## src/design/rgbed_ram.sv

```systemverilog
// ----------------------------------------------------------------------------
// rgbed_ram
// Generic single-port-write, single-port-read RAM with registered read data.
// A read and a write to the same entry in one cycle returns the old data.
// ----------------------------------------------------------------------------
module rgbed_ram #(
  parameter int WIDTH = 8,
  parameter int DEPTH = 16,
  localparam int AW = (DEPTH > 1) ? $clog2(DEPTH) : 1
) (
  input  logic             clk,
  input  logic             we,
  input  logic [AW-1:0]    waddr,
  input  logic [WIDTH-1:0] wdata,
  input  logic             re,
  input  logic [AW-1:0]    raddr,
  output logic [WIDTH-1:0] rdata
);

  logic [WIDTH-1:0] mem [DEPTH];

  // write port and registered read port
  always_ff @(posedge clk) begin
    if (we) begin
      mem[waddr] <= wdata;
    end
    if (re) begin
      rdata <= mem[raddr];
    end
  end

endmodule

```

## config.mk

```make
export PLATFORM = sky130hd
export DESIGN_NAME = rgbed_ram
export DESIGN_NICKNAME = d
export VERILOG_FILES = /design/src/design/rgbed_ram.sv
export SDC_FILE = /design/constraint.sdc
export NUM_CORES = 1
export LEC_CHECK = 0
export BUFFER_PORTS_ARGS = -buffer_cell sky130_fd_sc_hd__buf_2
export CAP_MARGIN = 25
export CORE_MARGIN = 8
export CORE_UTILIZATION = 45
export CTS_CLUSTER_SIZE = 12
export DETAILED_ROUTE_END_ITERATION = 8
export GPL_TIMING_DRIVEN = 0
export RECOVER_POWER = 100
export SYNTH_ARGS = -nofsm -noshare
export SYNTH_HDL_FRONTEND = slang
export SYNTH_SLANG_ARGS = --single-unit
```

## constraint.sdc

```tcl
create_clock -name clk -period 3.5 [get_ports clk]
set_clock_uncertainty 0.15 [all_clocks]
set_input_delay 0.7 -clock clk [delete_from_list [all_inputs] [get_ports clk]]
set_output_delay 0.7 -clock clk [all_outputs]
set_load 0.01 [all_outputs]
```

; ---- Yosys cells after proc, flatten, opt, wreduce, memory -nomap -nowiden
; Memories as Yosys holds them, arrays and structs flattened. A register that Yosys moved wholly into a read port is not among the register bits.
; Cells that the tools add are included.
[word_totals]
ff_bits = 0
mem_bits_rw = 128
in_bits = 19
out_inout_bits = 8
wordCells = 3
mem_count = 1
[classes]
mux = 2
[memory_table]
columns = memory, words, word_bits, read_ports, rd_clocked_by_memory_dff, write_ports, line
row1 = mem, 16, 8, 1, 1, 1, 20  ; logic [WIDTH-1:0] mem [DEPTH];
[op_table]
columns = cell, n
row1 = two-way mux 1 bit, 2

; ---- Depth between registers and ports, before layout
; Gate-level depths: netlist of run 1.
[logic_depth]
word_depth = 2
depth_mapped = 5
depth_no_buf = 3

; ---- Worst setup path before layout of run 1
; No wires, ideal clock.
[synth_path]
path_type = input-to-reg
start = input port waddr[2]
end = memory mem[0][0], enable pin
setup_time_ns = 0.383
t_arrival_ns = 1.810
required_time_ns = 2.967
setup_slack_ns = 1.157
path_stages = 2
path_buffers = 0
path_cell_list = or3b_2 -> nor3_1
[synth_rtl]
columns = element, line
row1 = "start, declared", 13  ; input logic [AW-1:0] waddr,
row2 = "end, declared", 20
; Straight into the memory's write port.

==> impl_summary.log, run 1 <==
INFO  metric setup_viol = 0
INFO  metric first_global_vias = 2379
INFO  metric synth.area.top_cells = sky130_fd_sc_hd__edfxtp_1 (78%), sky130_fd_sc_hd__mux4_2 (7.8%), sky130_fd_sc_hd__mux4_1 (7.0%)
INFO  metric vias = ~2400
INFO  metric chipHeight = about 120 um
INFO  metric totalNegativeSetupSlack = 0 ns
INFO  metric yosys-top-cells-count = sky130_fd_sc_hd__edfxtp_1 (136), sky130_fd_sc_hd__mux4_2 (18), sky130_fd_sc_hd__a22oi_1 (16)
INFO  metric top_cell_type_by_total_area_after_synthesis = sky130_fd_sc_hd__edfxtp_1
INFO  metric syn_to_final_growth = 17.7%
INFO  metric critical_path_required = 3.49 ns
INFO  metric timing.reg2reg.worst_path_depth = 3
INFO  metric diodes = 0
INFO  metric synth_edf_count = 136
INFO  metric detailedRoute.firstIterationViolations = 257
INFO  metric core_area = 11400 um2
INFO  metric hpwl = about 6.4 mm
INFO  metric fin_hold_ws = 0.555 ns
INFO  metric netlist_area = 5230 um2
INFO  metric drtAntennaViolNets = 0
INFO  metric cts_sinks = 136
INFO  metric port_bufs = 25
INFO  metric ys.warnings.count = 0
INFO  metric r2r-end = rdata[0]
INFO  metric max_slew.worst_pin.slew = 0.926 ns
INFO  metric outcome = completed
INFO  metric yosysMostFrequentCell = sky130_fd_sc_hd__edfxtp_1
INFO  metric die_area = 15300 um2
INFO  metric timing.hold.worst.start = re
INFO  metric postSynthNetCount = approximately 250
INFO  metric final_cell_count_without_fillers = about 430
INFO  metric peakVddDrop = 0.311 mV
INFO  metric clock_tree_from_tritoncts = yes
INFO  metric hp-class = input port to register
INFO  metric holdBufCountCts = 0
INFO  metric timing_worst_setup_path_type = input port to register
INFO  metric drt_first_pass_iters = 4
INFO  metric max_freq = 407 MHz
INFO  metric numPlacedInstances = roughly 400
INFO  metric grt_start_max_net_pins = 17
INFO  metric synth.lib_cells_used.distinct = 18
INFO  metric final_layout_size_suffix_gt1_share = 22.1%
INFO  metric drc = 0
INFO  metric cts.reportedPaths.clkPinSlew = 0.06 ns
INFO  metric insertion_delay = 0.41 ns
INFO  metric routed_wire_length_per_instance = around 23 um
INFO  metric globalRouteTotalUtil = between 10 and 15%
INFO  metric worst_case_clock_buffer_depth = 2
INFO  metric category_of_the_worst_setup_path_capture_point = register
INFO  metric floorplan.initialDensity = 46.0%
INFO  metric crit-reg2reg-launch = mem[5][0]
INFO  metric synth_sequential_area_ratio = between 70% and 80%
INFO  metric postSynth.asyncResetShare = 0%
INFO  metric cp_data_arrival_time = roughly 2.5 ns
INFO  metric maxSlewViolCount = 0
INFO  metric min_period_over_period = 70.2%
INFO  metric worst-path-max-fanout = 10
INFO  metric syn-mean-instance-area = between 20 and 25 um2
INFO  metric power_leakage = around 2 nW
INFO  metric worst_slew_margin_rel = between 30% and 40%
INFO  metric grt_setup_unrepaired = no
INFO  metric wl = 9.92 mm
INFO  metric timing_hold_violations_final = 0
INFO  metric grt_overflow = 0
INFO  metric start_kind = input port
INFO  metric die_width = approximately 120 um
INFO  metric cellPowerDensity = between 600 and 700 nW/um2
INFO  metric tritoncts.num_buffers = 17
INFO  metric replace_congestion = 0.714
INFO  metric synth_top_cell_area_share = between 70 and 80%
INFO  metric cts.htree.levels = 4
INFO  metric timing.hold.worst_path_depth = 1
INFO  metric drv.max_cap_violation_count = 0
INFO  metric gate_count_post_synth = 229
INFO  metric cts-resized-gates = 0
INFO  metric post-cts-setup-buffer-count = 0
INFO  metric global_route_wire_length_before_repair = 14.6 mm
INFO  metric final_period_minus_worst_setup_slack = 2.46 ns
INFO  metric regToRegSetupSlack = 1.71 ns
INFO  metric synth-main-ff-cell = sky130_fd_sc_hd__edfxtp_1
INFO  metric nets = between 200 and 300
INFO  metric num_rows = 39
INFO  metric ys_ff_latch = 136
INFO  metric floorplan.io_pins = 27
INFO  metric clock_root_cell = sky130_fd_sc_hd__clkbuf_16
INFO  metric whs_endpoint = rdata[7]
INFO  metric number_of_antenna_violations_at_the_first_check_in_global_routing = 0
INFO  metric detail_route.vias_per_cell = 5.55
==> per-layer routing <==
| metal | global-route usage (%) | share of wire, % |
|---|---|---|
| met1 | 18.5 | 42 |
| met2 | 20.7 | 49 |
| met3 | 3.72 | 7.2 |
| met4 | 7.67 | 2.3 |
| met5 | 0 | 0 |
==> layout make-up <==
cell class	instances	area (um2)
Fill cell	885	5220
Sequential cell	136	4080
Multi-Input combinational cell	83	1060
Clock buffer	17	425
Clock inverter	15	208
Tap cell	143	179
Timing Repair Buffer	29	115
Buffer	10	82.6
==> layout by cell type (no fill, tap or decap), types with 5 or more instances in the layout <==
cell type,count
sky130_fd_sc_hd__a22oi_1,16
sky130_fd_sc_hd__buf_2,8
sky130_fd_sc_hd__bufinv_16,5
sky130_fd_sc_hd__clkbuf_1,25
sky130_fd_sc_hd__clkbuf_16,17
sky130_fd_sc_hd__clkinv_2,6
sky130_fd_sc_hd__edfxtp_1,136
sky130_fd_sc_hd__mux4_1,14
sky130_fd_sc_hd__mux4_2,18
sky130_fd_sc_hd__nand2_1,9
sky130_fd_sc_hd__nor2_1,13
==> where the power goes <==
| group | switching [mW] | internal [mW] |
|---|---|---|
| Sequential | 0.00768 | 1.84 |
| Clock | 0.629 | 1.25 |
| Combinational | 0.104 | 0.0662 |
| Total | 0.741 | 3.15 |
==> worst max-delay path by stage <==
stage / from / end / slack (ns)
after global routing: raddr[0] / rdata[6] / 0.88
after detailed placement: waddr[2] / mem[2][1] / 0.92
final: raddr[0] / rdata[5] / 1.04
after global placement: waddr[2] / mem[0][1] / 0.56
after floorplan: waddr[2] / mem[0][0] / 1.16
after CTS: waddr[2] / mem[2][1] / 1.34
==> critical path, cell delays in order <==
cell and delay (ns):
sky130_fd_sc_hd__buf_6 0.10, sky130_fd_sc_hd__clkbuf_1 0.69, sky130_fd_sc_hd__mux4_2 0.64, sky130_fd_sc_hd__a22oi_1 0.20, sky130_fd_sc_hd__nand2_1 0.11
==> state kept, by name, summed over array words and instances, names as in the netlist <==
name,flops
mem,128
rdata,8
==> through the flow <==
step                      worst slack, ns  area, um2  util, %  power (mW)
after global placement              0.560       5530     48.7        2.05
after global routing                0.882       6150     54.1        4.00
after detailed placement            0.921       5560     48.9        2.06
after floorplan                      1.16       5230        -        1.97
final                                1.04       6150     54.1        3.90
after CTS                            1.34       6190     54.5        3.93
==> kinds of logic after synthesis <==
kind of cell | share of synthesized area, %
simple gates | 3.14
compound gates | 2.30
flops | 78.1
buf+inv | 1.65
mux | 14.8
Power figures use the tool's default switching activity.
==> run 2: changes to the inputs <==
- clock period: 3.5 -> 2.1 ns (I/O delays scaled with it)
==> impl_summary.log, run 2 (synthesized netlist as in run 1, its figures left out) <==
INFO  metric timing.hold.worst_path_depth = 1 (unchanged)
INFO  metric wl = 9.92 mm (about the same)
INFO  metric timing.hold.worst.start = re
INFO  metric hpwl = 6.43 mm (unchanged)
INFO  metric drtAntennaViolNets = 0 (unchanged)
INFO  metric core_area = 11400 um2 (unchanged)
INFO  metric leading_cell_types_in_the_layout_fill_and_taps_excluded = sky130_fd_sc_hd__edfxtp_1 (136), sky130_fd_sc_hd__clkbuf_1 (24), sky130_fd_sc_hd__mux4_2 (18)
INFO  metric number_of_antenna_violations_at_the_first_check_in_global_routing = 0 (unchanged)
INFO  metric timing.final.ws_setup = 0.183 ns (-0.860 ns)
INFO  metric grt_setup_unrepaired = no
INFO  metric detailedRoute.firstIterationViolations = 262 (+1.9%)
INFO  metric routed_wire_length_per_instance = 22.9 um (about the same)
INFO  metric postLayoutCoreUtil = 54.1% (about the same)
INFO  metric worst_case_clock_buffer_depth = 2 (unchanged)
INFO  metric worst_slew_margin_rel = 45.3% (+7.0 points)
INFO  metric cts.reportedPaths.clkPinSlew = 0.05 ns (about the same)
INFO  metric min_period_over_period = 91.3%
INFO  metric port_bufs = 25 (unchanged)
INFO  metric peakVddDrop = 0.518 mV (+67%)
INFO  metric die_width = 124 um (unchanged)
INFO  metric first_global_vias = 2379 (unchanged)
INFO  metric insertion_delay = 0.41 ns (about the same)
INFO  metric crit-reg2reg-launch = mem[5][0]
INFO  metric max_freq = 522 MHz
INFO  metric global_route_wire_length_before_repair = 14.6 mm (unchanged)
INFO  metric r2r-end = rdata[0]
INFO  metric clock_tree_from_tritoncts = yes
INFO  metric clock_root_cell = sky130_fd_sc_hd__clkbuf_16
INFO  metric drt_first_pass_iters = 4 (unchanged)
INFO  metric setup_viol = 0 (unchanged)
INFO  metric post-cts-setup-buffer-count = 0 (unchanged)
INFO  metric biggest_registers_after_layout = mem (128), rdata (8)
INFO  metric grt_start_max_net_pins = 17 (unchanged)
INFO  metric power_leakage = 2.01 nW (+0.15%)
INFO  metric die_area = 15300 um2 (unchanged)
INFO  metric largest_register_ffs = 128 (unchanged)
INFO  metric final_layout_size_suffix_gt1_share = 22.4% (+0.34 points)
INFO  metric num_rows = 39 (unchanged)
INFO  metric preCtsSetupSlack = -0.199 ns (-1.12 ns)
INFO  metric regToRegSetupSlack = 0.30 ns (-1.41 ns)
INFO  metric mostFrequentLayoutCell = sky130_fd_sc_hd__edfxtp_1
INFO  metric hp-class = input port to register
INFO  metric cp_data_arrival_time = 1.83 ns (-0.62 ns)
INFO  metric floorplan.initialDensity = 46.0% (unchanged)
INFO  metric tritoncts.num_buffers = 17 (unchanged)
INFO  metric globalRouteTotalUtil = 14.0% (unchanged)
INFO  metric critical_path_required = 2.01 ns (-1.48 ns)
INFO  metric timing_worst_setup_path_type = input port to register
INFO  metric holdBufCountCts = 0 (unchanged)
INFO  metric drv.max_cap_violation_count = 0 (unchanged)
INFO  metric grt_overflow = 0 (unchanged)
INFO  metric drc = 0 (unchanged)
INFO  metric floorplan.io_pins = 27 (unchanged)
INFO  metric cts.htree.levels = 4 (unchanged)
INFO  metric timing_hold_violations_final = 0 (unchanged)
INFO  metric totalNegativeSetupSlack = 0 ns (unchanged)
INFO  metric vias = 2394 (-0.37%)
INFO  metric fin_hold_ws = 0.274 ns (-0.281 ns)
INFO  metric cts-resized-gates = 0 (unchanged)
INFO  metric diodes = 0 (unchanged)
INFO  metric worst-path-max-fanout = 6 (-4)
INFO  metric outcome = completed
INFO  metric regMostFlops = mem
INFO  metric cellPowerDensity = 1060 nW/um2 (+67%)
INFO  metric maxSlewViolCount = 0 (unchanged)
INFO  metric crit_start = waddr[2]
INFO  metric chipHeight = 124 um (unchanged)
INFO  metric cts_sinks = 136 (unchanged)
INFO  metric timing.reg2reg.worst_path_depth = 3 (unchanged)
INFO  metric whs_endpoint = rdata[7]
INFO  metric final_period_minus_worst_setup_slack = 1.92 ns
INFO  metric start_kind = input port
INFO  metric syn_to_final_growth = 17.7% (about the same)
INFO  metric replace_congestion = 0.714 (unchanged)
INFO  metric detail_route.vias_per_cell = 5.53 (-0.37%)
INFO  metric max_slew.worst_pin.slew = 0.814 ns (-0.111 ns)
INFO  metric p_total = 6.49 mW (+67%)
INFO  metric nets = 296 (unchanged)
INFO  metric category_of_the_worst_setup_path_capture_point = register
## run 2: through the flow
stage / std cells / area, um2
3_3_place_gp: 397 / 5530
6_report: 433 / 6150
3_5_place_dp: 401 / 5560
5_1_grt: 433 / 6150
4_1_cts: 433 / 6190
2_1_floorplan: 229 / 5230
## run 2: critical path, cell delays in order
cell                       delay (ns)
sky130_fd_sc_hd__clkbuf_1        0.10
sky130_fd_sc_hd__or3b_2          0.54
sky130_fd_sc_hd__nor3_1          0.38
sky130_fd_sc_hd__clkbuf_1        0.38
## run 2: where the power goes
part	switching, mW	total (mW)	internal [mW]
Combinational	0.173	0.284	0.110
Sequential	0.0128	3.07	3.06
Clock	1.05	3.13	2.09
Total	1.23	6.49	5.26
## run 2: worst max path at each step
stage | end
after floorplan | mem[0][0]
after global placement | mem[0][1]
after global routing | mem[0][6]
final | mem[0][6]
after CTS | mem[2][1]
after detailed placement | mem[2][1]
## run 2: layout make-up
type,count,area (um2)
Timing Repair Buffer,29,115
Buffer,10,83.8
Multi-Input combinational cell,83,1060
Fill cell,886,5220
Sequential cell,136,4080
Clock inverter,15,208
Tap cell,143,179
Clock buffer,17,425
## run 2: per-layer routing
layer / share of wire, % / up-vias / wire, um / track usage, %
met5: 0 / - / 0 / 0
li1: - / 1081 / - / -
met3: 7.6 / 11 / 757 / 3.72
met1: 41 / 1214 / 4100 / 18.5
met4: 2.2 / 0 / 218 / 7.67
met2: 49 / 88 / 4840 / 20.7
==> run 3: changes to the inputs <==
- CTS_BUF_LIST: default -> sky130_fd_sc_hd__clkbuf_2 sky130_fd_sc_hd__clkbuf_4 sky130_fd_sc_hd__clkbuf_8
- MAX_ROUTING_LAYER: default -> met4
==> impl_summary.log, run 3 (synthesized netlist as in run 1, its figures left out) <==
INFO  metric outcome = completed
INFO  metric hpwl = 6.43 mm (unchanged)
INFO  metric category_of_the_worst_setup_path_capture_point = register
INFO  metric maxSlewViolCount = 0 (unchanged)
INFO  metric floorplan.initialDensity = 46.0% (unchanged)
INFO  metric die_area = 15300 um2 (unchanged)
INFO  metric port_bufs = 25 (unchanged)
INFO  metric cell_type_of_the_slowest_stage_on_the_worst_timing_path = sky130_fd_sc_hd__or3b_2
INFO  metric start_kind = input port
INFO  metric timing.critical_path.cells = clkbuf_1 -> or3b_2 -> nor3_1 -> clkbuf_1
INFO  metric clock_tree_from_tritoncts = yes
INFO  metric detailedRoute.firstIterationViolations = 264 (+0.76%)
INFO  metric totalNegativeSetupSlack = 0 ns (unchanged)
INFO  metric global_route_wire_length_before_repair = 14.6 mm (about the same)
INFO  metric grt_start_max_net_pins = 17 (unchanged)
INFO  metric first_global_vias = 2355 (-1.0%)
INFO  metric peakVddDrop = 0.403 mV (-22%)
INFO  metric max_slew.worst_pin.slew = 0.819 ns (+0.00449 ns)
INFO  metric detail_route.vias_per_cell = 5.49 (-0.67%)
INFO  metric vias = 2378 (-0.67%)
INFO  metric worst_case_clock_buffer_depth = 2 (unchanged)
INFO  metric critical_path.max_stage_delay = 0.54 ns (about the same)
INFO  metric drt_first_pass_iters = 4 (unchanged)
INFO  metric setup_viol = 0 (unchanged)
INFO  metric critical-path-top-cell-by-count = sky130_fd_sc_hd__clkbuf_1
INFO  metric biggest_registers_after_layout = mem (128), rdata (8)
INFO  metric clock_root_cell = sky130_fd_sc_hd__clkbuf_8
INFO  metric timing_hold_violations_final = 0 (unchanged)
INFO  metric number_of_buffer_and_inverter_stages_on_the_critical_path = 2 (unchanged)
INFO  metric chipHeight = 124 um (unchanged)
INFO  metric replace_congestion = 0.722 (+1.1%)
INFO  metric regToRegSetupSlack = 0.36 ns (+0.06 ns)
INFO  metric critPathTopFamily = simple AND/OR/NAND/NOR gates
INFO  metric globalRouteTotalUtil = 14.4% (+0.38 points)
INFO  metric leading_cell_types_in_the_layout_fill_and_taps_excluded = sky130_fd_sc_hd__edfxtp_1 (136), sky130_fd_sc_hd__clkbuf_1 (24), sky130_fd_sc_hd__mux4_2 (18)
INFO  metric power_leakage = 1.92 nW (-4.4%)
INFO  metric cp_data_arrival_time = 1.82 ns (about the same)
INFO  metric wl = 9.98 mm (+0.55%)
INFO  metric critical_path_required = 2.04 ns (+0.03 ns)
INFO  metric routed_wire_length_per_instance = 23.0 um (+0.55%)
INFO  metric grt_overflow = 0 (unchanged)
INFO  metric core_area = 11400 um2 (unchanged)
INFO  metric holdBufCountCts = 0 (unchanged)
INFO  metric drc = 0 (unchanged)
INFO  metric tritoncts.num_buffers = 17 (unchanged)
INFO  metric min_period_over_period = 89.4% (-1.9 points)
INFO  metric final_layout_size_suffix_gt1_share = 22.4% (unchanged)
INFO  metric max_freq = 532 MHz (+2.1%)
INFO  metric cts.htree.levels = 4 (unchanged)
INFO  metric regMostFlops = mem
INFO  metric die_width = 124 um (unchanged)
INFO  metric cts_sinks = 136 (unchanged)
INFO  metric num_rows = 39 (unchanged)
INFO  metric cts.reportedPaths.clkPinSlew = 0.08 ns (+0.03 ns)
INFO  metric drv.max_cap_violation_count = 0 (unchanged)
INFO  metric number_of_antenna_violations_at_the_first_check_in_global_routing = 0 (unchanged)
INFO  metric floorplan.io_pins = 27 (unchanged)
INFO  metric drtAntennaViolNets = 0 (unchanged)
INFO  metric insertion_delay = 0.43 ns (+0.02 ns)
INFO  metric grt_setup_unrepaired = no
INFO  metric cellPowerDensity = 956 nW/um2 (-9.4%)
INFO  metric diodes = 0 (unchanged)
INFO  metric timing_worst_setup_path_type = input port to register
INFO  metric cts-resized-gates = 0 (unchanged)
INFO  metric largest_register_ffs = 128 (unchanged)
INFO  metric syn_to_final_growth = 13.9%
INFO  metric worst-path-max-fanout = 6 (unchanged)
INFO  metric hp-class = input port to register
INFO  metric final_period_minus_worst_setup_slack = 1.88 ns (-0.0391 ns)
INFO  metric mostFrequentLayoutCell = sky130_fd_sc_hd__edfxtp_1
INFO  metric worst_slew_margin_rel = 45.0% (-0.30 points)
INFO  metric post-cts-setup-buffer-count = 0 (unchanged)
INFO  metric nets = 296 (unchanged)
INFO  metric p_total = 5.69 mW (-12%)
run 3: cell count changes in the layout (fill, tap and decap cells not counted):
cell / before / now
sky130_fd_sc_hd__clkbuf_16: 17 / 0
sky130_fd_sc_hd__clkbuf_8: 0 / 17
sky130_fd_sc_hd__buf_6: 3 / 2
sky130_fd_sc_hd__clkbuf_2: 1 / 2
run 3: area by class of cell:
cell class                 instances  area, um2
buffer                            10       77.6
clock buffer                      17        234
clock inverter                    15        208
fill                             910       5420
multi-input combinational         83       1060
sequential                       136       4080
tap                              143        179
timing repair buffer              29        115
run 3: final timing paths:
path,from,end,cells past startpoint
setup / recovery,waddr[2],mem[0][0],4
hold reg to reg,mem[11][3],rdata[3],3
hold / removal,re,rdata[1],1
setup reg to reg,mem[5][0],rdata[0],3
run 3: layer usage:
layer,GRT usage [%],part of all wire [%]
met2,20.9,49
met5,-,0
met1,19.0,42
met4,5.87,1.2
met3,3.72,7.9
run 3: through the flow:
stage          instance area, um2  hold WS, ns  setup slack [ns]  util (%)  instances
2_1_floorplan                5230        0.369            0.0371         -        229
3_3_place_gp                 5530        0.585            -0.560      48.7        397
3_5_place_dp                 5560        0.597            -0.199      48.9        401
4_1_cts                      6000        0.155             0.267      52.8        433
5_1_grt                      5950        0.265             0.127      52.4        433
6_report                     5950        0.255             0.222      52.4        433
run 3: report_power, final:
group          total, mW  internal (mW)  leakage (nW)  switching [mW]
Sequential          3.07           3.06          1.24          0.0131
Combinational      0.282          0.109         0.464           0.173
Clock               2.34           1.40         0.222           0.945
Total               5.69           4.56          1.92            1.13
run 3: worst register-to-register path, cell delays in order (launching register included):
cell                       delay (ns)
sky130_fd_sc_hd__edfxtp_1        0.36
sky130_fd_sc_hd__mux4_1          0.55
sky130_fd_sc_hd__a22oi_1         0.30
sky130_fd_sc_hd__nand2_1         0.12
