File: src/design/rgbed_pkg.sv
// ----------------------------------------------------------------------------
// rgbed_pkg
// Shared types and constants for the RGB error diffusion dither.
// ----------------------------------------------------------------------------
package rgbed_pkg;

  // channel sample width and number of colour channels
  localparam int SAMPLE_W = 8;
  localparam int NUM_CH   = 3;

  // integer bits of an error value (sign included)
  localparam int ERR_INT_BITS = 9;

  // defaults for the top level parameters
  localparam int MAX_WIDTH_DEF = 1024;
  localparam int ERR_FRAC_DEF  = 4;

  // configuration register
  localparam int                CFG_W       = 11;
  localparam logic [CFG_W-1:0]  WIDTH_RESET = 11'd300;
  localparam int                APB_AW      = 3;
  localparam int                APB_DW      = 32;
  // register index taken from paddr[2]
  localparam logic              REG_IMAGE_WIDTH = 1'b0;

  // per-pixel control handed to the channel datapaths
  typedef struct packed {
    logic frame_start;
    logic first_row;
    logic last;
  } chan_ctl_t;

endpackage

File: src/design/rgbed_chan.sv
// ----------------------------------------------------------------------------
// rgbed_chan
// One colour channel: threshold against mid-scale and split the quantisation
// error into the 7/16, 3/16, 5/16 and 1/16 shares, holding the right carry
// and the two partial below-row sums.
// ----------------------------------------------------------------------------
module rgbed_chan #(
  parameter int ERROR_FRACTION_BITS = rgbed_pkg::ERR_FRAC_DEF,
  localparam int EB = rgbed_pkg::ERR_INT_BITS + ERROR_FRACTION_BITS
) (
  input  logic                              clk,
  input  logic                              rst_n,
  input  logic                              adv,
  input  rgbed_pkg::chan_ctl_t              ctl,
  input  logic [rgbed_pkg::SAMPLE_W-1:0]    sample,
  input  logic signed [EB-1:0]              above,
  output logic                              on,
  output logic signed [EB-1:0]              wr_prev,
  output logic signed [EB-1:0]              wr_last
);

  localparam int W2 = EB + 2;
  localparam int W3 = EB + 4;
  localparam int PAD = W2 - rgbed_pkg::SAMPLE_W - ERROR_FRACTION_BITS;

  localparam logic signed [W2-1:0] EMAX = {3'b000, {(EB-1){1'b1}}};
  localparam logic signed [W2-1:0] EMIN = {3'b111, {(EB-1){1'b0}}};
  localparam logic signed [W2-1:0] FULL = W2'(255 << ERROR_FRACTION_BITS);
  localparam logic signed [W2-1:0] MID  = W2'(255 << (ERROR_FRACTION_BITS - 1));
  localparam logic signed [W3-1:0] RND  = W3'(8);

  // sign extension helpers
  function automatic logic signed [W2-1:0] sx2(input logic signed [EB-1:0] v);
    return {{2{v[EB-1]}}, v};
  endfunction

  function automatic logic signed [W3-1:0] sx4(input logic signed [EB-1:0] v);
    return {{4{v[EB-1]}}, v};
  endfunction

  // clamp to the error format
  function automatic logic signed [EB-1:0] sat(input logic signed [W2-1:0] v);
    logic signed [EB-1:0] r;
    if (v > EMAX) begin
      r = EMAX[EB-1:0];
    end else if (v < EMIN) begin
      r = EMIN[EB-1:0];
    end else begin
      r = v[EB-1:0];
    end
    return r;
  endfunction

  // sixteenths, rounded to nearest with ties upwards
  function automatic logic signed [EB-1:0] share(input logic signed [W3-1:0] p);
    logic signed [W3-1:0] t;
    t = (p + RND) >>> 4;
    return t[EB-1:0];
  endfunction

  logic signed [EB-1:0] rc_r, bp0_r, bp1_r;
  logic signed [EB-1:0] rc_u, bp0_u, bp1_u, above_u;
  logic signed [EB-1:0] err_in, err, s1, s3, s5, s7, bp0_new;
  logic signed [W2-1:0] total, diff;
  logic signed [W3-1:0] ex;

  // frame start clears the carried errors, first row ignores the line buffer
  assign rc_u    = ctl.frame_start ? '0 : rc_r;
  assign bp0_u   = ctl.frame_start ? '0 : bp0_r;
  assign bp1_u   = ctl.frame_start ? '0 : bp1_r;
  assign above_u = ctl.first_row   ? '0 : above;

  // threshold and quantisation error
  always_comb begin
    err_in = sat(sx2(rc_u) + sx2(above_u));
    total  = {{PAD{1'b0}}, sample, {ERROR_FRACTION_BITS{1'b0}}} + sx2(err_in);
    on     = (total >= MID);
    diff   = total - (on ? FULL : '0);
    err    = sat(diff);
  end

  // error shares by shift and add
  always_comb begin
    ex = sx4(err);
    s1 = share(ex);
    s3 = share((ex <<< 1) + ex);
    s5 = share((ex <<< 2) + ex);
    s7 = share((ex <<< 3) - ex);
  end

  // finished below-left entry and the new partial for the column below
  assign wr_prev = sat(sx2(bp0_u) + sx2(s3));
  assign bp0_new = sat(sx2(bp1_u) + sx2(s5));
  assign wr_last = bp0_new;

  // carried error state, updated as the pixel leaves the stage
  always_ff @(posedge clk) begin
    if (!rst_n) begin
      rc_r  <= '0;
      bp0_r <= '0;
      bp1_r <= '0;
    end else if (adv) begin
      rc_r  <= ctl.last ? '0 : s7;
      bp0_r <= ctl.last ? '0 : bp0_new;
      bp1_r <= ctl.last ? '0 : s1;
    end
  end

endmodule

File: config.mk
export PLATFORM = sky130hd
export DESIGN_NAME = rgbed_chan
export DESIGN_NICKNAME = d
export VERILOG_FILES = /design/src/design/rgbed_pkg.sv /design/src/design/rgbed_chan.sv
export SDC_FILE = /design/constraint.sdc
export NUM_CORES = 1
export LEC_CHECK = 0
export BUFFER_PORTS_ARGS = -buffer_cell sky130_fd_sc_hd__buf_2
export CORE_MARGIN = 4
export CORE_UTILIZATION = 40
export DETAILED_ROUTE_END_ITERATION = 12
export HOLD_SLACK_MARGIN = 0.1
export SYNTH_ARGS = -nofsm -noshare
export SYNTH_HDL_FRONTEND = slang
export SYNTH_SLANG_ARGS = --single-unit
File: constraint.sdc
create_clock -name clk -period 20.3 [get_ports clk]
set_input_delay 0 -clock clk [delete_from_list [all_inputs] [get_ports clk]]
set_output_delay 0 -clock clk [all_outputs]
set_load 0.01 [all_outputs]
# == Word-level counts from Yosys, hierarchy flattened ==
# Cells that the tools add are included.
# totals
register_bits,39
out_inout_bits,27
# op_classes
magnitude_cmp,9
add_sub_neg,12
n_mux,16
# ops
operator,count
$mux 13,15
$add 13x13->14,3
$gt 14x13->1 const B,3
$lt 14x13->1 const B,3
$add 16x5->17 const B,1
$add 17x5->17 const B,1
$sub 16x13->17,1
$add 15x13->16,1
$add 15x5->16 const B,1
$add 14x13->15,1
$gt 15x13->1 const B,1
$lt 15x13->1 const B,1
$sub 14x13->15,1
$add 13x12->14,1
$add 13x5->14 const B,1
$ge 14x12->1 const B,1
$mux 12,1

# == Depth between registers and ports, before layout ==
# Gate-level depths: netlist of the first run.
# logic_depth
depth_word,19
depth_mapped,57
mapped_depth_nobuf,53

# == Least setup slack after synthesis of the first run ==
# OpenSTA, ideal clock, no wires.
# synth_path
path_kind,reg-to-output
from,reg rc_r[0]
to,out wr_prev[0]
path_buffers,3
stages_incl_launch_ff,56
required_time_ps,20300
setup_slack_ps,9365
arrival_ps,10935
path_cell_list,dfxtp_1 > nor2b_1 > ha_1 > fa_1 > a211oi_2 > o211ai_1 > a211o_1 > nand4_1 > a21boi_0 > clkbuf_1 > a21o_1 > ha_1 > inv_1 > fa_1 > nor2b_1 > o21a_1 > nor3_1 > nor4b_1 > [... 20 more ...] > a31oi_1 > o31ai_4 > a21o_1 > xor2_1 > inv_1 > fa_1 > nor2b_1 > o21ai_0 > a21boi_0 > o21ai_0 > a21boi_0 > o21ai_0 > nand2b_1 > a311oi_1 > or4_1 > a21oi_1 > clkbuf_1 > o21ai_0
# synth_between
elab_chain_cells,18
# synth_lines
element,line,text
start: declaration,rgbed_chan.sv:61,"logic signed [EB-1:0] rc_r, bp0_r, bp1_r;"
start signal: assignment,rgbed_chan.sv:103,rc_r <= ctl.last ? '0 : s7;
$mux 13 (*),rgbed_chan.sv:68,assign rc_u = ctl.frame_start ? '0 : rc_r;
$add 13x13->14 (*),rgbed_chan.sv:75,err_in = sat(sx2(rc_u) + sx2(above_u));
$lt 14x13->1,rgbed_chan.sv:46,end else if (v < EMIN) begin
$mux 13,rgbed_chan.sv:46,
$mux 13 (*),rgbed_chan.sv:44,if (v > EMAX) begin
$add 13x13->14 (*),rgbed_chan.sv:76,"total = {{PAD{1'b0}}, sample, {ERROR_FRACTION_BITS{1'b0}}} + sx2(err_in);"
$ge 14x12->1 (*),rgbed_chan.sv:77,on = (total >= MID);
net on,rgbed_chan.sv:17,"output logic on,"
[... 3 more ...],n/a,
$mux 13,rgbed_chan.sv:46,
$mux 13 (*),rgbed_chan.sv:44,
$add 14x13->15 (*),rgbed_chan.sv:86,s3 = share((ex <<< 1) + ex);
$add 15x5->16 (*),rgbed_chan.sv:57,t = (p + RND) >>> 4;
$add 13x12->14 (*),rgbed_chan.sv:92,assign wr_prev = sat(sx2(bp0_u) + sx2(s3));
$lt 14x13->1,rgbed_chan.sv:46,
$mux 13,rgbed_chan.sv:46,
$mux 13 (*),rgbed_chan.sv:44,
end: declaration,rgbed_chan.sv:18,"output logic signed [EB-1:0] wr_prev,"
# Mark *: on every way through the listed nets, which the timed path passes. The rest lies on a longest branch.

# == Worst setup path in the final report of the first run ==
# layout_path
from,reg rc_r[0]
to,out wr_prev[0]
# layout_between
elab_chain_cells,18
# layout_lines
element,line,text
$mux 13 (*),rgbed_chan.sv:68,
$add 13x13->14 (*),rgbed_chan.sv:75,
$lt 14x13->1,rgbed_chan.sv:46,
$mux 13,rgbed_chan.sv:46,
$mux 13 (*),rgbed_chan.sv:44,
$add 13x13->14 (*),rgbed_chan.sv:76,
$ge 14x12->1,rgbed_chan.sv:77,
$mux 12,rgbed_chan.sv:78,diff = total - (on ? FULL : '0);
[... 2 more ...],n/a,
$mux 13,rgbed_chan.sv:46,
$mux 13 (*),rgbed_chan.sv:44,
$add 14x13->15 (*),rgbed_chan.sv:86,
$add 15x5->16 (*),rgbed_chan.sv:57,
$add 13x12->14 (*),rgbed_chan.sv:92,
$lt 14x13->1,rgbed_chan.sv:46,
$mux 13,rgbed_chan.sv:46,
$mux 13 (*),rgbed_chan.sv:44,
# Every way passes the cells marked *; elsewhere a longest branch is shown, timed or not.

==> results of run 1 <==
## per-layer routing
layer  GRT usage  vias to the layer above  part of all wire
met5           0                        -                 0
met1      0.2663                     2773              0.51
li1            -                     3243                 -
met4     0.03381                        0            0.0087
met3     0.02045                       11             0.034
met2      0.2869                       84              0.44
## per-stage QoR
stage	instance area, µm²	std cells	utilization
3_5_place_dp	7186	1138	0.4348
4_1_cts	7358	1147	0.4453
3_3_place_gp	7186	1138	0.4348
6_report	7358	1147	0.4453
2_1_floorplan	6698	881	-
5_1_grt	7358	1147	0.4453
## worst reg2reg max path: cells and delay by family, from the launching register on
kind            cells  cell delay, ns
compound gates     24            6.84
xor+xnor            2            0.22
fa+ha+maj           8            2.73
buf+inv             2            0.25
flops               1            0.32
simple gates       12            1.89
## cells by family (layout without fill, tap and decap cells)
group,count (synthesis),in the layout,share of synthesized area
flops,36,36,0.1076
compound gates,272,272,0.2752
simple gates,272,272,0.2102
buf+inv,95,141,0.05567
xor+xnor,72,72,0.09527
mux,1,1,0.001495
fa+ha+maj,133,133,0.2546
## state kept, by name (all words and copies together), names as in the netlist
name,flops
rc_r,13
bp1_r,10
bp0_r,13
## repair_timing
| action | in CTS | in global routing |
|---|---|---|
| buffers inserted | 0 | 0 |
| hold buffers | 2 | 0 |
| hold endpoints to repair | 4 | 0 |
## layout make-up
cell class                 count  area, µm²  share of cell area
timing repair buffer          59      315.3             0.04285
inverter                      75      281.5             0.03826
sequential                    36      720.7             0.09794
multi-input combinational    750       5613              0.7628
tap                          220      275.3             0.03741
clock buffer                   7      152.6             0.02074
## cell usage after synthesis (6+ instances only)
cell type	instances
sky130_fd_sc_hd__xor2_1	20
sky130_fd_sc_hd__a21oi_1	82
sky130_fd_sc_hd__a21boi_0	7
sky130_fd_sc_hd__o21a_1	9
sky130_fd_sc_hd__dfxtp_1	36
sky130_fd_sc_hd__a211oi_1	8
sky130_fd_sc_hd__or3_1	8
sky130_fd_sc_hd__nand3_1	14
sky130_fd_sc_hd__nand2_1	62
sky130_fd_sc_hd__o211ai_1	8
sky130_fd_sc_hd__nor3_1	13
sky130_fd_sc_hd__nor2_1	55
sky130_fd_sc_hd__a21o_1	30
sky130_fd_sc_hd__a31oi_1	9
sky130_fd_sc_hd__and2_1	8
sky130_fd_sc_hd__and3_1	7
sky130_fd_sc_hd__clkbuf_1	16
sky130_fd_sc_hd__nor2b_1	60
sky130_fd_sc_hd__xnor2_1	51
sky130_fd_sc_hd__fa_1	7
sky130_fd_sc_hd__ha_1	121
sky130_fd_sc_hd__o21ai_0	54
sky130_fd_sc_hd__inv_1	74
sky130_fd_sc_hd__nand2b_1	16
sky130_fd_sc_hd__o21bai_1	6
## cell usage in the layout (no fill, tap or decap), drive strengths merged, types with 10 or more instances in the layout
cell      n
inv      74
a21o     30
buf      57
xnor2    52
dfxtp    36
o21ai    60
a31oi    10
nor2     55
nand2b   16
xor2     20
a211oi   10
ha      121
nand2    62
nand3    15
nor2b    60
a21oi    86
nor3     14
## worst max path at each step
stage,start,end
CTS,rc_r[0]$_SDFFE_PN0P_,wr_prev[10]
finish,rc_r[0]$_SDFFE_PN0P_,wr_prev[0]
floorplan,rc_r[0]$_SDFFE_PN0P_,wr_prev[0]
detailed placement,ctl[2],wr_prev[10]
global placement,ctl[2],wr_prev[10]
global route,rc_r[0]$_SDFFE_PN0P_,wr_prev[10]
==> summary.md, run 1 <==
Hold is met by 0.1314 ns. Counting instances, the worst hold path has a depth of 3. The final layout contains 1082 nets. The share of the clock period used by the worst path is 0.6369. The type of the worst min-delay path is input port to register. After synthesis, the cell types taking the most area are sky130_fd_sc_hd__ha_1, sky130_fd_sc_hd__dfxtp_1, sky130_fd_sc_hd__xnor2_1. In the post-route analysis, the smallest setup slack over all paths is 7.371 ns. Highest attainable clock frequency: 0.07734 GHz. The share of Yosys cell area claimed by the top area cell type is 0.2260.

The worst setup path is captured at an output port. STA classifies the critical path startpoint as a register. The mean instance size in the synthesized netlist was 7.602 µm²; the placement row count was 47.

The overall die area was 18880 µm². For the worst setup path, the data required time is 20.30 ns. The largest individual stage delay along the critical path comes from the cell sky130_fd_sc_hd__a21boi_0. The detail route stage leaves a number of antenna-violating nets equal to 0. In this run the number of cells on the critical path is 54. The H-tree was split into 2 levels. Counting distinct cell types in the post-synthesis netlist gives 80. TritonCTS built the clock tree. Largest area contributor in the synthesized netlist: sky130_fd_sc_hd__ha_1. The total routed wirelength is 16890 µm, and the initial antenna violation count is 0. Count of pins on the block boundary: 54. The pre-antenna-repair detailed-routing pass consisted of 5 iterations. For the number of global-route vias before repair, the log shows 5601. For flop-to-flop paths, the worst setup slack is 7.84 ns. Relative to the synthesized area, the layout overhead comes to 9.864%. The run finished with clean final reports. For the global placer's final weighted congestion, the log shows 0.8673.

The worst register-to-register path ends at bp0_r[4]$_SDFFE_PN0P_. The number of endpoints with negative hold slack in the final report came out at 0. Setup repair after global routing left no endpoint under its margin. The number of clock sinks was 36; the number of buffers inserted during clock tree synthesis was 5. The share of synthesized flip-flops with an asynchronous set or reset is 0.

The number of setup violations in the final report was 0. Entering global routing, the biggest net connects 37 pins. At the worst endpoint, the arrival time is 12.93 ns. First-iteration detailed-routing DRC count: 289.

The combined global-route utilization of all metal layers is 0.1813, and the clock-pin slew on the worst setup and hold paths is 0.06 ns. The routed layout has 6111 vias. The worst path buffer plus inverter count came out at 6. Clock tree skew after final layout: 0.006190 ns. Counting stages on the worst path, the most repeated cell is sky130_fd_sc_hd__o21ai_0.

The number of cells traversed by the worst register-to-register path is 48, and the area of the placeable core is 16520 µm². The category of cells accounting for the largest share of critical-path delay was compound AO/OA/AOI/OAI gates. The first global-routing pass estimated 27760 µm of wire. The initial core utilization was 0.4053; the total number of yosys warnings was 0. In the routed layout, each cell is associated on average with a via count of 5.328. The clock period could shrink to 12.93 ns. The filler cells instantiated in the layout total 1689. The logs give 0 for the remaining design rule violation count and 0 for the number of gates resized after CTS. In this run the critical register-to-register path is launched from rc_r[0]$_SDFFE_PN0P_. In this run, synthesis produced a sequential element count of 36.

In this run, synthesis inferred 0 flip-flops with an integrated enable. The total count of max-transition violations in the final report was 0; the transition time at the pin with the least slew margin was 1.128 ns. In this design, the stage delay of the slowest critical-path cell is 0.86 ns.

The clock root buffer master is sky130_fd_sc_hd__clkbuf_16. The cell area that synthesis handed to floorplanning was 6698 µm². The sum of negative setup slack was 0 ns. The fraction of layout cells with a size suffix above 1 came out at 0.1003.

The worst slew margin relative to its limit was 0.2470. Measured along the x axis, the die boundary spans 137.4 µm. The minimum setup slack after placement came out at 7.581 ns.

The half-perimeter wire length after detailed placement is 14380 µm. For this run, the leading register cell type out of synthesis is sky130_fd_sc_hd__dfxtp_1. The worst setup path is of the register to output port kind. Measured along the y axis, the die boundary spans 137.4 µm.

In this run the tool buffered the top-level ports with 53 buffer cells. Summed over all layers, the global routing overflow is 0. The routed length per instance came out at 14.72 µm. The sequential element share of the synthesized area is 0.1076, and the max-capacitance violation count is 0. Along the worst path, the maximum fanout reaches 12.

The repair_antennas step left the layout with diodes totalling 0. The maximum clock path buffer count is 2. The path with the worst hold slack has its endpoint at bp1_r[0]$_SDFFE_PN0P_. The startpoint identified for the worst hold timing path is adv.

The net count of the mapped netlist was 1036; the source-to-sink clock delay at the later pin of the worst-skew pair was 0.28 ns. The tools report the number of instances in the synthesized netlist as 881.
Power of run 1 is left out: the tool's default activity adds up to more than one toggle a clock period on the data nets, which glitch-free logic cannot reach.
==> run 2: changes to the inputs <==
--- a/config.mk
+++ b/config.mk
@@ -5,6 +5,7 @@
 export SDC_FILE = /design/constraint.sdc
 export NUM_CORES = 1
 export LEC_CHECK = 0
+export ABC_AREA = 1
 export BUFFER_PORTS_ARGS = -buffer_cell sky130_fd_sc_hd__buf_2
 export CORE_MARGIN = 4
 export CORE_UTILIZATION = 40
==> constraint.sdc (replaced) <==
create_clock -name clk -period 13.3 [get_ports clk]
set_input_delay 0 -clock clk [delete_from_list [all_inputs] [get_ports clk]]
set_output_delay 0 -clock clk [all_outputs]
set_load 0.01 [all_outputs]
==> summary.md, run 2 <==
The run finished with clean final reports. The total via count after detailed routing is 6542 (was 6111), and the minimum setup slack in the final design is 2.194 ns (was 7.371 ns). The kind of critical path was input port to output port (was register to output port).

The tools report the number of clock sinks as 36 (unchanged). The total routed wirelength was 17630 µm (was 16890 µm). The horizontal die dimension works out to 137.4 µm (unchanged).

The summed instance area of the synthesized netlist was 6698 µm² (unchanged). The largest driver fanout on the critical path is 35 (was 12). The data arrival time of the worst path was 11.11 ns (was 12.93 ns).

The first-iteration detailed-routing DRC count came out at 333 (was 289). The startpoint of the most critical register-to-register path is rc_r[0]$_SDFFE_PN0P_ (unchanged). The tools report the combined global-route utilization of all metal layers as 0.1878 (was 0.1813). For the minimum setup slack after placement, the log shows 2.226 ns (was 7.581 ns). The max-capacitance violation count was 0 (unchanged); the total placed instance area was 7184 µm² (was 7186 µm²). The tools report the half-perimeter wire length after detailed placement as 14710 µm (was 14380 µm). The total number of yosys warnings was 0 (unchanged). For the number of endpoints with negative hold slack in the final report, the log shows 0 (unchanged). The tools report the clock tree skew after final layout as 0.004133 ns (was 0.006190 ns). Prevailing post-synth register cell: sky130_fd_sc_hd__dfxtp_1 (unchanged). The number of setup violations in the final report was 0 (unchanged). The share of synthesized flip-flops with an asynchronous set or reset was 0 (unchanged); the sequential element share of the synthesized area was 0.1076 (unchanged).

The pin count of the biggest net entering global routing came out at 37 (unchanged). Largest regs: bp0_r: 13 flops, rc_r: 13 flops, bp1_r: 10 flops (unchanged). The most common cell after layout, fill and taps aside was sky130_fd_sc_hd__nand2_1 (was sky130_fd_sc_hd__ha_1).

Most used cells in the layout excluding fill and tap cells: sky130_fd_sc_hd__nand2_1, sky130_fd_sc_hd__inv_1, sky130_fd_sc_hd__ha_1 (was sky130_fd_sc_hd__ha_1, sky130_fd_sc_hd__a21oi_1, sky130_fd_sc_hd__inv_1). For the area of the placeable core, the log shows 16520 µm² (unchanged). TritonCTS built the clock tree.

The total count of max-transition violations in the final report is 0 (unchanged), and the remaining design rule violation count is 0 (unchanged). The post-route cell area was 7372 µm² (was 7358 µm²); the share of the clock period used by the worst path was 0.8350. The run gives 0 (unchanged) as the count of nets left with antenna violations after detail routing.

Source-to-sink clock delay at the later pin of the worst-skew pair: 0.29 ns (was 0.28 ns). The number of vias per cell after detailed routing was 4.979 (was 5.328); the number of buffers inserted during clock tree synthesis was 5 (unchanged). Most common library cells after synthesis: sky130_fd_sc_hd__nand2_1, sky130_fd_sc_hd__inv_1, sky130_fd_sc_hd__ha_1 (was sky130_fd_sc_hd__ha_1, sky130_fd_sc_hd__a21oi_1, sky130_fd_sc_hd__inv_1).

The number of flops mapped to enable cells by yosys came out at 0 (unchanged). The largest area contributor in the synthesized netlist is sky130_fd_sc_hd__ha_1 (unchanged). The sum of negative setup slack is 0 ns (unchanged). Most frequent cell on the critical path: sky130_fd_sc_hd__nand2_1 (was sky130_fd_sc_hd__o21ai_0). Synth area leaders: sky130_fd_sc_hd__ha_1, sky130_fd_sc_hd__nand2_1, sky130_fd_sc_hd__dfxtp_1 (was sky130_fd_sc_hd__ha_1, sky130_fd_sc_hd__dfxtp_1, sky130_fd_sc_hd__xnor2_1). The number of input and output port buffers inserted is 53 (unchanged), and the overall die area is 18880 µm² (unchanged). The number of global-route vias before repair was 6032 (was 5601); the H-tree level count was 2 (unchanged). The start point of the critical path was ctl[2] (was rc_r[0]$_SDFFE_PN0P_). The critical path's largest stage delay was 0.79 ns (was 0.86 ns); the maximum clock path buffer count was 2 (unchanged). The most common cell in the synthesized netlist was sky130_fd_sc_hd__nand2_1 (was sky130_fd_sc_hd__ha_1).

The count of antenna diodes in the layout was 0 (unchanged). The run gives 43 (was 80) as the distinct cell type count after synthesis. The worst path required time was 13.30 ns (was 20.30 ns); the total of flip-flops plus latches after synthesis was 36 (unchanged).

The transition time at the pin with the least slew margin is 1.143 ns (was 1.128 ns). Initial antenna violation count: 0 (unchanged). Type of the worst min-delay path: input port to register (unchanged). The tools report the total number of nets in the final design as 1248 (was 1082).

The clock root buffer master is sky130_fd_sc_hd__clkbuf_16 (unchanged). The routed design could run at a clock period as short as 11.11 ns. The count of pins on the block boundary was 54 (unchanged); the initial core utilization was 0.4053 (unchanged).

The placement row count came out at 47 (unchanged). The tools report the highest attainable clock frequency as 0.09004 GHz. The tools report the wire length of the first global-routing pass as 28660 µm (was 27760 µm). The endpoint kind of the worst setup timing path is an output port (unchanged). The fraction of layout cells with a size suffix above 1 was 0.1033 (was 0.1003). For the detailed-routing iteration count for the pre-antenna-repair pass, the log shows 5 (unchanged). The share of Yosys cell area claimed by the top area cell type is 0.2260 (unchanged), and the filler cell count is 1827 (was 1689).

The synthesis-to-layout area growth was 10.07% (was 9.864%); the total congestion overflow was 0 (unchanged). Height of the die: 137.4 µm (unchanged). The logs give 1203 (was 1036) for the net count of the mapped netlist and 0.9146 (was 0.8673) for the global placer's final weighted congestion. For the worst slew margin relative to its limit, the log shows 0.2330 (was 0.2470). The number of instances in the synthesized netlist is 1048 (was 881). The clock-pin slew on the worst setup and hold paths was 0.06 ns (about the same). The startpoint of the worst hold path is ctl[0] (was adv).

The mean instance size in the synthesized netlist works out to 6.391 µm² (was 7.602 µm²). Setup repair after global routing left no endpoint under its margin. Startpoint type of the worst setup path: an input port (was a register). The slowest stage cell on the critical path was sky130_fd_sc_hd__o21ai_0 (was sky130_fd_sc_hd__a21boi_0). The routed length per instance was 13.41 µm (was 14.72 µm).
-- run 2: cell type report --
cell class / instances / area, µm² / share of cell area
multi-input cells: 819 / 5249 / 0.7120
flip-flops and latches: 36 / 720.7 / 0.09776
inverters: 173 / 651.9 / 0.08842
repair buffers: 58 / 307.8 / 0.04175
well taps: 220 / 275.3 / 0.03734
clock buffers: 5 / 125.1 / 0.01697
clock inverters: 3 / 42.54 / 0.005771
-- run 2: what timing repair did --
action                                 4_1_cts  5_1_grt
setup buffers                                0        0
endpoints found under the hold margin        1        0
gates resized for setup                      0        0
hold buffers                                 2        0
-- run 2: kinds of logic after synthesis --
family | share of synthesized area
and+or+nand+nor | 0.2681
AOI/OAI and AO/OA | 0.1864
buffers and inverters | 0.1087
adders and majority gates | 0.2470
xor gates and xnor gates | 0.08220
DFF | 0.1076
-- run 2: final timing paths --
kind                                         endpoint  slack (ns)  cells past startpoint
worst max register to register  bp0_r[5]$_SDFFE_PN0P_        2.68                     61
worst min-delay path            bp0_r[4]$_SDFFE_PN0P_        0.24                      5
worst min register to register   rc_r[9]$_SDFFE_PN0P_        0.46                      2
worst max-delay path                       wr_prev[1]        2.19                     61
-- run 2: critical path, delay by kind of cell --
| family | cells | cell delay (ns) |
|---|---|---|
| xor+xnor | 3 | 0.59 |
| compound gates | 16 | 3.52 |
| buf+inv | 8 | 1.17 |
| simple gates | 26 | 3.06 |
| fa+ha+maj | 8 | 2.73 |
-- run 2: through the flow --
stage            util  hold slack [ns]  instances
5_1_grt        0.4461           0.2779       1314
6_report       0.4461           0.2396       1314
3_3_place_gp   0.4348           0.2226       1304
3_5_place_dp   0.4348           0.2338       1304
4_1_cts        0.4461           0.2418       1314
2_1_floorplan       -           0.1175       1048
-- run 2: metal layers --
metal / track usage / share of wire
met1: 0.2327 / 0.46
met2: 0.3560 / 0.50
met3: 0.02191 / 0.032
met4: 0.02106 / 0.0075
met5: 0 / 0
Power of run 2 is left out for the same reason.
==> run 3: changes to the inputs <==
==> constraint.sdc (replaced) <==
create_clock -name clk -period 9.1 [get_ports clk]
set_input_delay 0 -clock clk [delete_from_list [all_inputs] [get_ports clk]]
set_output_delay 0 -clock clk [all_outputs]
set_load 0.01 [all_outputs]
==> summary.md, run 3 (synthesized netlist as in run 2, its figures left out) <==
The worst path buffer plus inverter count was 11 (was 8). The top metal layer carrying routed signals is met4 (unchanged). For the pin count of the biggest net entering global routing, the log shows 37 (unchanged).

The type of the worst min-delay path was input port to register (unchanged). The number of setup violations in the final report was 36 (was 0); the fraction of layout cells with a size suffix above 1 was 0.3795 (was 0.1033). The overall die area is 18880 µm² (unchanged). The tools report the max-capacitance violation count as 0 (unchanged).

For the total congestion overflow, the log shows 0 (unchanged). Counting I/O delays and the setup requirement, the final critical path takes 9.483 ns. The total via count after detailed routing was 7646 (was 6542); the H-tree level count was 2 (unchanged). The logs give 21320 µm (was 17630 µm) for the total routed wirelength and 0 (unchanged) for the number of endpoints with negative hold slack in the final report. The share of the clock period used by the worst path came out at 1.042. The synthesis-to-layout area growth was 48.65% (was 10.07%).

The tools report the final instance count without filler cells as 1527 (was 1314). The maximum clock path buffer count is 2 (unchanged), and the number of vias per cell after detailed routing is 5.007 (was 4.979). The final reports fail on negative setup slack. The clock root buffer master was sky130_fd_sc_hd__clkbuf_16 (unchanged).

The wire length of the first global-routing pass came out at 32730 µm (was 28660 µm). For the data arrival time of the worst path, the log shows 9.48 ns (was 11.11 ns). The logs give 47 (unchanged) for the placement row count and 36 (unchanged) for the number of clock sinks. Count of antenna diodes in the layout: 0 (unchanged). The global placer's final weighted congestion came out at 0.9651 (was 0.9146).

The initial core utilization is 0.4053 (unchanged), and the horizontal die dimension is 137.4 µm (unchanged). The endpoint kind of the worst setup timing path is an output port (unchanged). The most frequent cell on the critical path is sky130_fd_sc_hd__nand2_2 (was sky130_fd_sc_hd__nand2_1). The number of input and output port buffers inserted works out to 53 (unchanged). Half-perimeter wire length after detailed placement: 15600 µm (was 14710 µm). The first-iteration detailed-routing DRC count came out at 447 (was 333).

TritonCTS built the clock tree. The kind of critical path is register to output port (was input port to output port). The number of global-route vias before repair came out at 6848 (was 6032). For the count of pins on the block boundary, the log shows 54 (unchanged). Largest regs: bp0_r: 13 flops, rc_r: 13 flops, bp1_r: 10 flops (unchanged). The source-to-sink clock delay at the later pin of the worst-skew pair is 0.30 ns (was 0.29 ns), and the clock-pin slew on the worst setup and hold paths is 0.07 ns (was 0.06 ns). The run finished, with violations left. The height of the die was 137.4 µm (unchanged). Number of cells traversed by the worst hold path: 5 (unchanged). The slowest stage cell on the critical path was sky130_fd_sc_hd__fa_2 (was sky130_fd_sc_hd__o21ai_0).

The run gives 1452 (was 1304) as the number of placed cells counting well taps. For the number of buffers inserted during clock tree synthesis, the log shows 5 (unchanged). The met2 wire length is 10050 µm (was 8756 µm), and the detailed-routing iteration count for the pre-antenna-repair pass is 5 (unchanged).

The worst path required time was 9.10 ns (was 13.30 ns); the highest attainable clock frequency was 0.1054 GHz. Most used cells in the layout excluding fill and tap cells: sky130_fd_sc_hd__buf_4, sky130_fd_sc_hd__nand2_1, sky130_fd_sc_hd__inv_1 (was sky130_fd_sc_hd__nand2_1, sky130_fd_sc_hd__inv_1, sky130_fd_sc_hd__ha_1). The category of cells accounting for the largest share of critical-path delay is simple AND/OR/NAND/NOR gates (was compound AO/OA/AOI/OAI gates).

For the count of nets left with antenna violations after detail routing, the log shows 0 (unchanged). The area of the placeable core is 16520 µm² (unchanged), and the setup slack of the most critical reg-to-reg path is -0.26 ns (was 2.68 ns). Routed length per instance: 13.96 µm (was 13.41 µm). The depth of the critical timing path with buffers and inverters included came out at 64 (was 61). The most common cell after layout, fill and taps aside was sky130_fd_sc_hd__buf_4 (was sky130_fd_sc_hd__nand2_1). The number of cells traversed by the worst register-to-register path is 66 (was 61), and the remaining design rule violation count is 0 (unchanged).

The tools report the total count of max-transition violations in the final report as 0 (unchanged). Startpoint type of the worst setup path: a register (was an input port). The critical path's largest stage delay was 0.61 ns (was 0.79 ns); the combined global-route utilization of all metal layers was 0.2116 (was 0.1878).

Worst slew margin relative to its limit: 0.2060 (was 0.2330). The sum of met3 wire segment lengths after detailed routing was 702 µm (was 565 µm); the clock tree skew after final layout was 0.01485 ns (was 0.004133 ns). The minimum setup slack in the final design was -0.3834 ns (was 2.194 ns); the initial antenna violation count was 0 (unchanged).

The tools report the met1 wire length as 10300 µm (was 8170 µm). The largest driver fanout on the critical path was 7 (was 35). Setup repair after global routing could not meet its margin everywhere. The transition time at the pin with the least slew margin is 1.184 ns (was 1.143 ns), and the total number of nets in the final design is 1461 (was 1248).
-- run 3: cell types whose count changed in the layout (fill, tap and decap cells not counted), moves of 18 or more --
cell                      previous run  this run
sky130_fd_sc_hd__a21oi_1           116        86
sky130_fd_sc_hd__o21ai_2             2        27
sky130_fd_sc_hd__ha_1              121        97
sky130_fd_sc_hd__ha_4                0        18
sky130_fd_sc_hd__buf_6               0        19
sky130_fd_sc_hd__o21ai_0            71        35
sky130_fd_sc_hd__a21oi_2             2        28
sky130_fd_sc_hd__nand2_2            17        38
sky130_fd_sc_hd__nand2_1           204       174
sky130_fd_sc_hd__buf_4               3       201
-- run 3: worst paths after layout --
check / startpoint / to
worst max-delay path: rc_r[12]$_SDFFE_PN0P_ / wr_last[11]
worst min-delay path: ctl[0] / bp0_r[7]$_SDFFE_PN0P_
worst min register to register: bp0_r[0]$_SDFFE_PN0P_ / bp0_r[0]$_SDFFE_PN0P_
worst max register to register: rc_r[12]$_SDFFE_PN0P_ / bp0_r[2]$_SDFFE_PN0P_
-- run 3: tightest hold or removal path, cell delays in order --
cell and delay (ns):
sky130_fd_sc_hd__buf_2 0.08, sky130_fd_sc_hd__nor2_1 0.03, sky130_fd_sc_hd__buf_4 0.23, sky130_fd_sc_hd__nand2_2 0.12, sky130_fd_sc_hd__a21oi_2 0.04
-- run 3: metal layers --
metal,vias to the layer above,track usage
met3,22,0.02155
met5,-,0
li1,3953,-
met4,0,0.04268
met2,123,0.3351
met1,3548,0.3105
-- run 3: what timing repair did --
action                     CTS  global route
cloned                       2             1
setup buffers               24            38
hold buffers                 2             0
setup endpoints to repair   38            39
hold endpoints to repair     1             0
resized for setup           71           164
pin swaps                   38           114
-- run 3: per-stage QoR --
stage,cell area (µm²),setup WS [ns],hold WS [ns],setup TNS [ns],util
2_1_floorplan,6756,0.04201,0.1175,0,-
3_3_place_gp,8369,-0.2223,0.2297,-4.356,0.5065
3_5_place_dp,8369,-0.4493,0.2383,-10.76,0.5065
4_1_cts,8951,0.0007541,0.2383,0,0.5417
5_1_grt,9956,-0.9877,0.2989,-31.99,0.6025
6_report,9956,-0.3834,0.2672,-7.600,0.6025
-- run 3: final cells by class --
| cell class | count | area [µm²] |
|---|---|---|
| Fill cell | 1527 | 6569 |
| Multi-Input combinational cell | 821 | 6097 |
| Timing Repair Buffer | 268 | 2018 |
| Sequential cell | 36 | 723.2 |
| Inverter | 173 | 666.9 |
| Tap cell | 220 | 275.3 |
| Clock buffer | 5 | 125.1 |
| Clock inverter | 3 | 42.54 |
| Timing Repair inverter | 1 | 7.507 |
Power of run 3 is left out for the same reason.
